$ cat src/sv/bles_pkg.sv
// ----------------------------------------------------------------------------
// bles_pkg
// Shared types, constants and helpers of the beacon LED effect sequencer.
// ----------------------------------------------------------------------------
`default_nettype none

package bles_pkg;

  localparam int unsigned MaxLeds    = 12;
  localparam int unsigned TimeW      = 32;
  localparam int unsigned IdW        = 16;
  localparam int unsigned DurW       = 16;
  localparam int unsigned SeqW       = 8;
  localparam int unsigned CodeW      = 3;
  localparam int unsigned CountW     = 4;
  localparam int unsigned CfgAddrW   = 3;
  localparam int unsigned CfgDataW   = 16;
  localparam int unsigned InDataW    = 32;
  localparam int unsigned OutDataW   = 16;

  localparam logic [TimeW-1:0]  BeatPeriod = 32'd5000;
  localparam logic [TimeW-1:0]  BeatFlash  = 32'd100;
  localparam logic [TimeW-1:0]  WaveStep   = 32'd70;
  localparam logic [SeqW-1:0]   SeqInit    = 8'hFF;
  localparam logic [CountW-1:0] LevelMask  = 4'hF;

  typedef enum logic [CodeW-1:0] {
    TrigShake     = 3'd0,
    TrigLumos     = 3'd1,
    TrigNox       = 3'd2,
    TrigIncendio  = 3'd3,
    TrigAguamenti = 3'd4,
    TrigWave      = 3'd5
  } trig_code_e;

  typedef enum logic [CfgAddrW-1:0] {
    RegDeviceId    = 3'd0,
    RegBroadcastId = 3'd1,
    RegLedCount    = 3'd2,
    RegShakeMs     = 3'd3,
    RegIncendioMs  = 3'd4,
    RegAguamentiMs = 3'd5,
    RegWaveMs      = 3'd6
  } reg_idx_e;

  typedef struct packed {
    logic [IdW-1:0]    own_id;
    logic [IdW-1:0]    broadcast_id;
    logic [CountW-1:0] led_count;
    logic [DurW-1:0]   shake_ms;
    logic [DurW-1:0]   incendio_ms;
    logic [DurW-1:0]   aguamenti_ms;
    logic [DurW-1:0]   wave_ms;
  } cfg_t;

  typedef struct packed {
    logic             is_trig;
    logic [IdW-1:0]   dest_id;
    logic [CodeW-1:0] trigger_code;
    logic [SeqW-1:0]  seq;
  } item_t;

  typedef struct packed {
    logic               accepted;
    logic [MaxLeds-1:0] ext;
    logic               blue;
    logic               green;
    logic               red;
  } result_t;

  function automatic logic due(input logic [TimeW-1:0] now, input logic [TimeW-1:0] dl);
    logic [TimeW-1:0] diff;
    diff = now - dl;
    return ~diff[TimeW-1];
  endfunction

endpackage

`default_nettype wire

$ cat src/sv/bles_cfg_regs.sv
// ----------------------------------------------------------------------------
// bles_cfg_regs
// Configuration register file with a plain write port.
// ----------------------------------------------------------------------------
`default_nettype none

module bles_cfg_regs (
  input  wire logic                          clk_i,
  input  wire logic                          rst_ni,
  input  wire logic                          cfg_we_i,
  input  wire logic [bles_pkg::CfgAddrW-1:0] cfg_addr_i,
  input  wire logic [bles_pkg::CfgDataW-1:0] cfg_wdata_i,
  output bles_pkg::cfg_t                     cfg_o
);
  import bles_pkg::*;

  cfg_t cfg_q, cfg_d;

  always_comb begin
    cfg_d = cfg_q;
    if (cfg_we_i) begin
      case (cfg_addr_i)
        RegDeviceId:    cfg_d.own_id       = cfg_wdata_i[IdW-1:0];
        RegBroadcastId: cfg_d.broadcast_id = cfg_wdata_i[IdW-1:0];
        RegLedCount:    cfg_d.led_count    = cfg_wdata_i[CountW-1:0];
        RegShakeMs:     cfg_d.shake_ms     = cfg_wdata_i[DurW-1:0];
        RegIncendioMs:  cfg_d.incendio_ms  = cfg_wdata_i[DurW-1:0];
        RegAguamentiMs: cfg_d.aguamenti_ms = cfg_wdata_i[DurW-1:0];
        RegWaveMs:      cfg_d.wave_ms      = cfg_wdata_i[DurW-1:0];
        default: ;
      endcase
    end
  end

  always_ff @(posedge clk_i or negedge rst_ni) begin
    if (!rst_ni) begin
      cfg_q.own_id       <= 16'd1;
      cfg_q.broadcast_id <= 16'hFFFF;
      cfg_q.led_count    <= 4'd2;
      cfg_q.shake_ms     <= 16'd250;
      cfg_q.incendio_ms  <= 16'd3000;
      cfg_q.aguamenti_ms <= 16'd5000;
      cfg_q.wave_ms      <= 16'd3000;
    end else begin
      cfg_q <= cfg_d;
    end
  end

  assign cfg_o = cfg_q;

endmodule

`default_nettype wire

$ cat src/sv/bles_core.sv
// ----------------------------------------------------------------------------
// bles_core
// Effect state registers and the combinational update for one item.
// ----------------------------------------------------------------------------
`default_nettype none

module bles_core (
  input  wire logic    clk_i,
  input  wire logic    rst_ni,
  input  bles_pkg::cfg_t  cfg_i,
  input  wire logic    clr_ext_i,
  input  wire logic    fire_i,
  input  bles_pkg::item_t item_i,
  output bles_pkg::result_t res_o
);
  import bles_pkg::*;

  logic [TimeW-1:0]  now_q, now_d;
  logic [SeqW-1:0]   prev_seq_q, prev_seq_d;
  logic              seq_valid_q, seq_valid_d;
  logic              pulse_act_q, pulse_act_d;
  logic [TimeW-1:0]  pulse_end_q, pulse_end_d;
  logic              hold_q, hold_d;
  logic              wave_act_q, wave_act_d;
  logic [TimeW-1:0]  wave_end_q, wave_end_d;
  logic [TimeW-1:0]  wave_step_q, wave_step_d;
  logic [CountW-1:0] wave_lvl_q, wave_lvl_d;
  logic              beat_lit_q, beat_lit_d;
  logic [TimeW-1:0]  beat_next_q, beat_next_d;
  logic [TimeW-1:0]  beat_off_q, beat_off_d;
  result_t           led_q, led_d;

  logic [CountW-1:0]  used;
  logic [CountW-1:0]  wave_n;
  logic [MaxLeds:0]   used_mask_w;
  logic [MaxLeds-1:0] used_mask;
  logic               hit;
  logic [CountW-1:0]  lvl_inc;

  always_comb begin
    used        = (cfg_i.led_count > CountW'(MaxLeds)) ? CountW'(MaxLeds) : cfg_i.led_count;
    wave_n      = (used == '0) ? CountW'(1) : used;
    used_mask_w = ((MaxLeds+1)'(1) << used) - (MaxLeds+1)'(1);
    used_mask   = used_mask_w[MaxLeds-1:0];
    hit = ((item_i.dest_id == cfg_i.broadcast_id) || (item_i.dest_id == cfg_i.own_id))
          && !(seq_valid_q && (item_i.seq == prev_seq_q));
    lvl_inc = (wave_lvl_q + CountW'(1)) & LevelMask;
  end

  always_comb begin
    now_d       = now_q;
    prev_seq_d  = prev_seq_q;
    seq_valid_d = seq_valid_q;
    pulse_act_d = pulse_act_q;
    pulse_end_d = pulse_end_q;
    hold_d      = hold_q;
    wave_act_d  = wave_act_q;
    wave_end_d  = wave_end_q;
    wave_step_d = wave_step_q;
    wave_lvl_d  = wave_lvl_q;
    beat_lit_d  = beat_lit_q;
    beat_next_d = beat_next_q;
    beat_off_d  = beat_off_q;
    led_d       = led_q;
    led_d.accepted = 1'b0;

    if (clr_ext_i) begin
      led_d.ext = '0;
    end

    if (fire_i) begin
      if (!item_i.is_trig) begin
        now_d = now_q + TimeW'(1);
        if (wave_act_q) begin
          if (due(now_d, wave_end_q)) begin
            led_d.red   = 1'b0;
            led_d.green = 1'b0;
            led_d.blue  = 1'b0;
            led_d.ext   = led_q.ext & ~used_mask;
            wave_act_d  = 1'b0;
            beat_lit_d  = 1'b0;
            beat_next_d = now_d + BeatPeriod;
          end else if (due(now_d, wave_step_q)) begin
            wave_step_d = now_d + WaveStep;
            wave_lvl_d  = (lvl_inc > wave_n) ? '0 : lvl_inc;
            for (int i = 0; i < MaxLeds; i++) begin
              if (CountW'(i) < used) begin
                led_d.ext[i] = CountW'(i) < wave_lvl_d;
              end
            end
            led_d.blue  = wave_lvl_d != '0;
            led_d.green = wave_lvl_d >= wave_n;
          end
        end else if (!hold_q) begin
          if (pulse_act_q && due(now_d, pulse_end_q)) begin
            led_d.red   = 1'b0;
            led_d.ext   = led_q.ext & ~used_mask;
            pulse_act_d = 1'b0;
            pulse_end_d = '0;
          end
          if (!beat_lit_q) begin
            if (due(now_d, beat_next_q)) begin
              led_d.blue  = 1'b1;
              beat_lit_d  = 1'b1;
              beat_off_d  = now_d + BeatFlash;
              beat_next_d = now_d + BeatPeriod;
            end
          end else if (due(now_d, beat_off_q)) begin
            led_d.blue = 1'b0;
            beat_lit_d = 1'b0;
          end
        end
      end else if (hit) begin
        prev_seq_d     = item_i.seq;
        seq_valid_d    = 1'b1;
        led_d.accepted = 1'b1;
        case (item_i.trigger_code)
          TrigShake, TrigIncendio, TrigAguamenti: begin
            led_d.red   = 1'b1;
            led_d.ext   = led_q.ext | used_mask;
            pulse_act_d = 1'b1;
            wave_act_d  = 1'b0;
            case (item_i.trigger_code)
              TrigShake:    pulse_end_d = now_q + TimeW'(cfg_i.shake_ms);
              TrigIncendio: pulse_end_d = now_q + TimeW'(cfg_i.incendio_ms);
              default:      pulse_end_d = now_q + TimeW'(cfg_i.aguamenti_ms);
            endcase
          end
          TrigLumos: begin
            led_d.red   = 1'b1;
            led_d.green = 1'b1;
            led_d.blue  = 1'b1;
            led_d.ext   = led_q.ext | used_mask;
            hold_d      = 1'b1;
            pulse_act_d = 1'b0;
            pulse_end_d = '0;
            beat_lit_d  = 1'b1;
          end
          TrigNox: begin
            led_d.red   = 1'b0;
            led_d.green = 1'b0;
            led_d.blue  = 1'b0;
            led_d.ext   = led_q.ext & ~used_mask;
            hold_d      = 1'b0;
            wave_act_d  = 1'b0;
            pulse_act_d = 1'b0;
            pulse_end_d = '0;
            beat_lit_d  = 1'b0;
            beat_next_d = now_q + BeatPeriod;
          end
          TrigWave: begin
            wave_act_d  = 1'b1;
            wave_end_d  = now_q + TimeW'(cfg_i.wave_ms);
            wave_step_d = now_q;
            wave_lvl_d  = '0;
            hold_d      = 1'b0;
            pulse_act_d = 1'b0;
            pulse_end_d = '0;
            beat_lit_d  = 1'b1;
          end
          default: ;
        endcase
      end
    end
  end

  always_ff @(posedge clk_i or negedge rst_ni) begin
    if (!rst_ni) begin
      now_q       <= '0;
      prev_seq_q  <= SeqInit;
      seq_valid_q <= 1'b0;
      pulse_act_q <= 1'b0;
      pulse_end_q <= '0;
      hold_q      <= 1'b0;
      wave_act_q  <= 1'b0;
      wave_end_q  <= '0;
      wave_step_q <= '0;
      wave_lvl_q  <= '0;
      beat_lit_q  <= 1'b0;
      beat_next_q <= '0;
      beat_off_q  <= '0;
      led_q       <= '0;
    end else begin
      now_q       <= now_d;
      prev_seq_q  <= prev_seq_d;
      seq_valid_q <= seq_valid_d;
      pulse_act_q <= pulse_act_d;
      pulse_end_q <= pulse_end_d;
      hold_q      <= hold_d;
      wave_act_q  <= wave_act_d;
      wave_end_q  <= wave_end_d;
      wave_step_q <= wave_step_d;
      wave_lvl_q  <= wave_lvl_d;
      beat_lit_q  <= beat_lit_d;
      beat_next_q <= beat_next_d;
      beat_off_q  <= beat_off_d;
      led_q       <= led_d;
    end
  end

  assign res_o = led_d;

endmodule

`default_nettype wire

$ cat src/sv/beacon_led_effect_sequencer.sv
// ----------------------------------------------------------------------------
// beacon_led_effect_sequencer
// LED effect sequencer driven by millisecond ticks and addressed triggers.
//
//   channel   dir  handshake            payload
//   s_axis    in   tvalid/tready        tdata item fields, tuser opcode
//   m_axis    out  tvalid/tready        tdata LED levels and accepted flag
//   cfg       in   cfg_we_i             cfg_addr_i, cfg_wdata_i
//
// One item per cycle sustained while results are taken. An item is held in the
// input register, which feeds the state update that loads the result register.
// While a result waits, the input register still takes one item; after that
// the input side stalls until the result is taken.
// Reset clears all effect state; no clearing pass is needed.
// ----------------------------------------------------------------------------
`default_nettype none

module beacon_led_effect_sequencer (
  input  wire logic                          clk_i,
  input  wire logic                          rst_ni,
  input  wire logic                          s_axis_tvalid,
  output      logic                          s_axis_tready,
  // seq[7:0], trigger_code[10:8], dest_id[26:11], zero pad[31:27]
  input  wire logic [bles_pkg::InDataW-1:0]  s_axis_tdata,
  // opcode
  input  wire logic                          s_axis_tuser,
  output      logic                          m_axis_tvalid,
  input  wire logic                          m_axis_tready,
  // red_on[0], green_on[1], blue_on[2], ext_on_mask[14:3], accepted[15]
  output      logic [bles_pkg::OutDataW-1:0] m_axis_tdata,
  input  wire logic                          cfg_we_i,
  input  wire logic [bles_pkg::CfgAddrW-1:0] cfg_addr_i,
  input  wire logic [bles_pkg::CfgDataW-1:0] cfg_wdata_i
);
  import bles_pkg::*;

  cfg_t    cfg;
  item_t   in_q;
  logic    in_vld_q;
  result_t res;
  result_t out_q;
  logic    out_vld_q;
  logic    fire;
  logic    clr_ext;

  assign fire          = in_vld_q && (!out_vld_q || m_axis_tready);
  assign s_axis_tready = !in_vld_q || fire;
  assign clr_ext       = cfg_we_i && (cfg_addr_i == RegLedCount);

  always_ff @(posedge clk_i or negedge rst_ni) begin
    if (!rst_ni) begin
      in_vld_q  <= 1'b0;
      out_vld_q <= 1'b0;
    end else begin
      if (s_axis_tready) begin
        in_vld_q <= s_axis_tvalid;
      end
      if (fire) begin
        out_vld_q <= 1'b1;
      end else if (m_axis_tready) begin
        out_vld_q <= 1'b0;
      end
    end
  end

  always_ff @(posedge clk_i) begin
    if (s_axis_tready && s_axis_tvalid) begin
      in_q.is_trig      <= s_axis_tuser;
      in_q.seq          <= s_axis_tdata[SeqW-1:0];
      in_q.trigger_code <= s_axis_tdata[SeqW+CodeW-1:SeqW];
      in_q.dest_id      <= s_axis_tdata[SeqW+CodeW+IdW-1:SeqW+CodeW];
    end
    if (fire) begin
      out_q <= res;
    end
  end

  bles_cfg_regs u_cfg (
    .clk_i       (clk_i),
    .rst_ni      (rst_ni),
    .cfg_we_i    (cfg_we_i),
    .cfg_addr_i  (cfg_addr_i),
    .cfg_wdata_i (cfg_wdata_i),
    .cfg_o       (cfg)
  );

  bles_core u_core (
    .clk_i     (clk_i),
    .rst_ni    (rst_ni),
    .cfg_i     (cfg),
    .clr_ext_i (clr_ext),
    .fire_i    (fire),
    .item_i    (in_q),
    .res_o     (res)
  );

  assign m_axis_tvalid = out_vld_q;
  assign m_axis_tdata  = out_q;

endmodule

`default_nettype wire
$ cat config.mk
export PLATFORM = sky130hd
export DESIGN_NAME = beacon_led_effect_sequencer
export DESIGN_NICKNAME = d
export VERILOG_FILES = /design/src/sv/bles_pkg.sv /design/src/sv/bles_cfg_regs.sv /design/src/sv/bles_core.sv /design/src/sv/beacon_led_effect_sequencer.sv
export SDC_FILE = /design/constraint.sdc
export NUM_CORES = 1
export LEC_CHECK = 0
export BUFFER_PORTS_ARGS = -buffer_cell sky130_fd_sc_hd__buf_2
export CAP_MARGIN = 20
export CORE_MARGIN = 2
export CORE_UTILIZATION = 50
export DETAILED_ROUTE_END_ITERATION = 6
export PLACE_DENSITY = 0.72
export SYNTH_ARGS = -nofsm -noshare
export SYNTH_HDL_FRONTEND = slang
export SYNTH_SLANG_ARGS = --single-unit
$ cat constraint.sdc
create_clock -name clk_i -period 5.05 [get_ports clk_i]
set_clock_uncertainty 0.05 [all_clocks]
set_input_delay 1.01 -clock clk_i [delete_from_list [all_inputs] [get_ports clk_i]]
set_output_delay 1.01 -clock clk_i [all_outputs]
set_load 0.005 [all_outputs]
==> run_results.csv <==
group,metric,value,unit
worst_setup_path,critPathArrivalTime,5.18,ns
worst_setup_path,critPathKind,"reg -> reg",
timing,maxSlewHeadroom,24.51,%
synth,yosys-top-cells-count,"dfrtp_1 (275), nand2_1 (253), ha_1 (196)",
drt,vias_per_cell,6.000,
worst_setup_path,reg2reg_from,"u_core.now_q[7]",
final_layout,syn2layout_area_growth,15.54,%
placed_design,io_buffer_count,69,
run,drv_cap,0,
synth,synth_area,0.02547,mm2
timing,hold_ws,0.3943,ns
pwr,power.density,354.7,mW/mm2
global_routing,grt_max_degree,101,
global_routing,grt_usage,28.84,%
cts,cts_made_buffers,44,
worst_setup_path,setup.worst_path.start_class,"flip-flop",
floorplan,dieArea,0.05276,mm2
synth,synth_nets,2991,
timing,worstMarginPinSlew,1.130,ns
cts,clockBufferDepth,3,
drt,drc,0,
drt,num_vias,21840,
final_layout,drive_above_1_share,19.86,%
placed_design,gp_congestion,0.9291,
timing,min_period,4.900,ns
synth,netlist_instances,2736,
drt,wl,76350,um
synth,ys_ff_latch,370,
cts,cts-root-buf,"clkbuf_16",
drt,wire_per_inst,20.98,um
timing,fin_crit_sh,97.03,%
synth,synth_area_leaders,"dfrtp_1 (27%), ha_1 (9.6%), xnor2_1 (6.1%)",
timing,timing.fmax,204.1,MHz
placed_design,dpl_cell_area,0.02780,mm2
cts,cts.clk_slew.worst_paths,0.06,ns
final_layout,design_area,0.02943,mm2
timing,maxSlewViolCount,0,
worst_setup_path,startpoint,"u_core.now_q[7]",
floorplan,initial_core_util,50.67,%
cts,clock_latency,0.61,ns
final_layout,fillers,4319,
global_routing,grt-ovfl-total,0,
synth,synth_edf_count,44,
placed_design,hpwl,56880,um
floorplan,core,0.05027,mm2
pwr,leakagePower,12.89,nW
synth,synth_cell_type_count,89,
drt,antenna_left,0,
timing,hold_violations,0,
worst_setup_path,end_kind,"flip-flop",
synth,synth_area_per_cell,9.310,um2
run_status,status,"finished clean",
pwr,vdd_drop_max,332.6,uV
global_routing,antenna_found_initial,2,
final_layout,fin_nets,3186,
synth,synth_top_area_share,27.02,%
timing,rsz0062_at_grt,"yes",
worst_setup_path,critical_path_required,5.33,ns
worst_setup_path,crit_fanout,23,
cts,clock-sinks,370,
synth,yosys.area.top_type,"dfrtp_1",
global_routing,grt_pass1_vias,22400,
timing,setup_viol,0,
floorplan,fp.dieW,229.7,um
cts,htreeDepth,2,
floorplan,io_pins,75,
drt,drtPass1Iterations,6,
hold_path,min-delay-path-class,"in -> async",
synth,synthMostInstantiatedCell,"dfrtp_1",
cts,cts_tree,"done",
global_routing,grt_pass1_wl,121300,um
floorplan,std_cell_rows,82,
synth,synth.yosys.seq_area_share,37.46,%
drt,drt_iter0_drc,1826,
synth,yosys_warnings,0,
synth,async_flop_share,88.11,%
synth,ys.flop_type,"dfrtp_1",
floorplan,die_h,229.7,um
final_layout,multi_input_area,0.01486,mm2
final_layout,seqCellArea,0.009543,mm2
## power breakdown
part | switching, W | leakage, nW | internal (W)
clock | 0.00136 | 0.687 | 0.00178
sequential | 0.000329 | 4.42 | 0.00361
combinational | 0.00192 | 7.78 | 0.00145
## state kept, by name, indices dropped and copies added, names as in the netlist, 4 cells and up
name and cells:
u_cfg.cfg_o 100, u_core.beat_next_q 32, u_core.beat_off_q 32, u_core.now_q 32, u_core.pulse_end_q 32, u_core.wave_end_q 32, u_core.wave_step_q 32, in_q 28
m_axis_tdata 16, u_core.led_q 15, u_core.prev_seq_q 8, u_core.wave_lvl_q 4
## cell type report
type | count | area share [%]
antenna | 1 | 0.008503
multi-input combinational | 2046 | 50.50
inverter | 195 | 2.487
tap | 672 | 2.857
timing repair buffer | 274 | 6.947
sequential | 370 | 32.43
clock buffer | 66 | 4.226
clock inverter | 15 | 0.5442
## kinds of logic after synthesis
family / after synthesis / share of synthesized area, %
xor gates and xnor gates: 256 / 8.940
and+or+nand+nor: 814 / 15.80
muxes: 198 / 8.459
buffers and inverters: 320 / 4.922
DFF: 370 / 37.46
AOI/OAI and AO/OA: 580 / 14.63
adders and majority gates: 198 / 9.785
## worst max-delay path: stages (launching register included)
cell and delay [ns]:
dfrtp_1 0.42, buf_4 0.32, nand4_1 0.23, nor4_2 0.27
xor2_2 0.37, ha_1 0.33, a21o_1 0.19, a2111oi_2 0.53
a211oi_1 0.15, buf_4 0.18, o211ai_1 0.30, buf_4 0.18
mux2i_2 0.27, buf_6 0.23, mux2i_1 0.19, o21ai_0 0.12
a211o_1 0.29
## path summary, 6_finish.rpt
path                                           to  slack [ns]  depth (start not counted)
hold reg to reg                u_core.seq_valid_q        0.42                          1
hold / removal             u_core.beat_next_q[10]        0.39                          1
max in group asynchronous        u_core.led_q[13]        3.46                          2
setup / recovery                 m_axis_tdata[11]        0.15                         16
min in group clk_i             u_core.seq_valid_q        0.42                          1
setup reg to reg                 m_axis_tdata[11]        0.15                         16
## through the flow
stage,utilization (%),power [W],worst slack [ns],cells,TNS (ns)
2_1_floorplan,-,0.006164,0.04564,2736,0
3_3_place_gp,55.30,0.007094,-0.2827,3550,-9.176
3_5_place_dp,55.30,0.007254,-0.4001,3550,-16.03
4_1_cts,58.15,0.01044,0.004108,3631,0
5_1_grt,58.54,0.01104,-0.01415,3639,-0.04716
6_report,58.54,0.01044,0.1500,3639,0
## cells in the final DEF, fill, tap and decap left out, drive strengths merged, types with 85 or more instances in the layout
cell | Yosys | layout
o21ai | 167 | 167
mux2 | 138 | 138
buf | 46 | 273
nand3 | 85 | 85
xnor2 | 179 | 179
ha | 196 | 196
nor2 | 168 | 168
nand2 | 253 | 253
inv | 193 | 196
dfrtp | 275 | 275
a21oi | 134 | 134
## repair_timing
item,CTS,global route
hold endpoints to repair,0,0
setup endpoints to repair,71,138
gates resized for setup,5,28
cloned,0,1
buffers inserted,0,6
hold buffers,0,0
pin swaps,0,7
## metal layers
metal | global-route usage (%) | vias up | wire [um]
met3 | 3.485 | 204 | 4380
met2 | 47.99 | 799 | 35940
met1 | 37.89 | 10660 | 32750
met4 | 12.72 | 0 | 3283
met5 | 0 | - | 0
li1 | - | 10170 | -
Power figures use the tool's default switching activity.
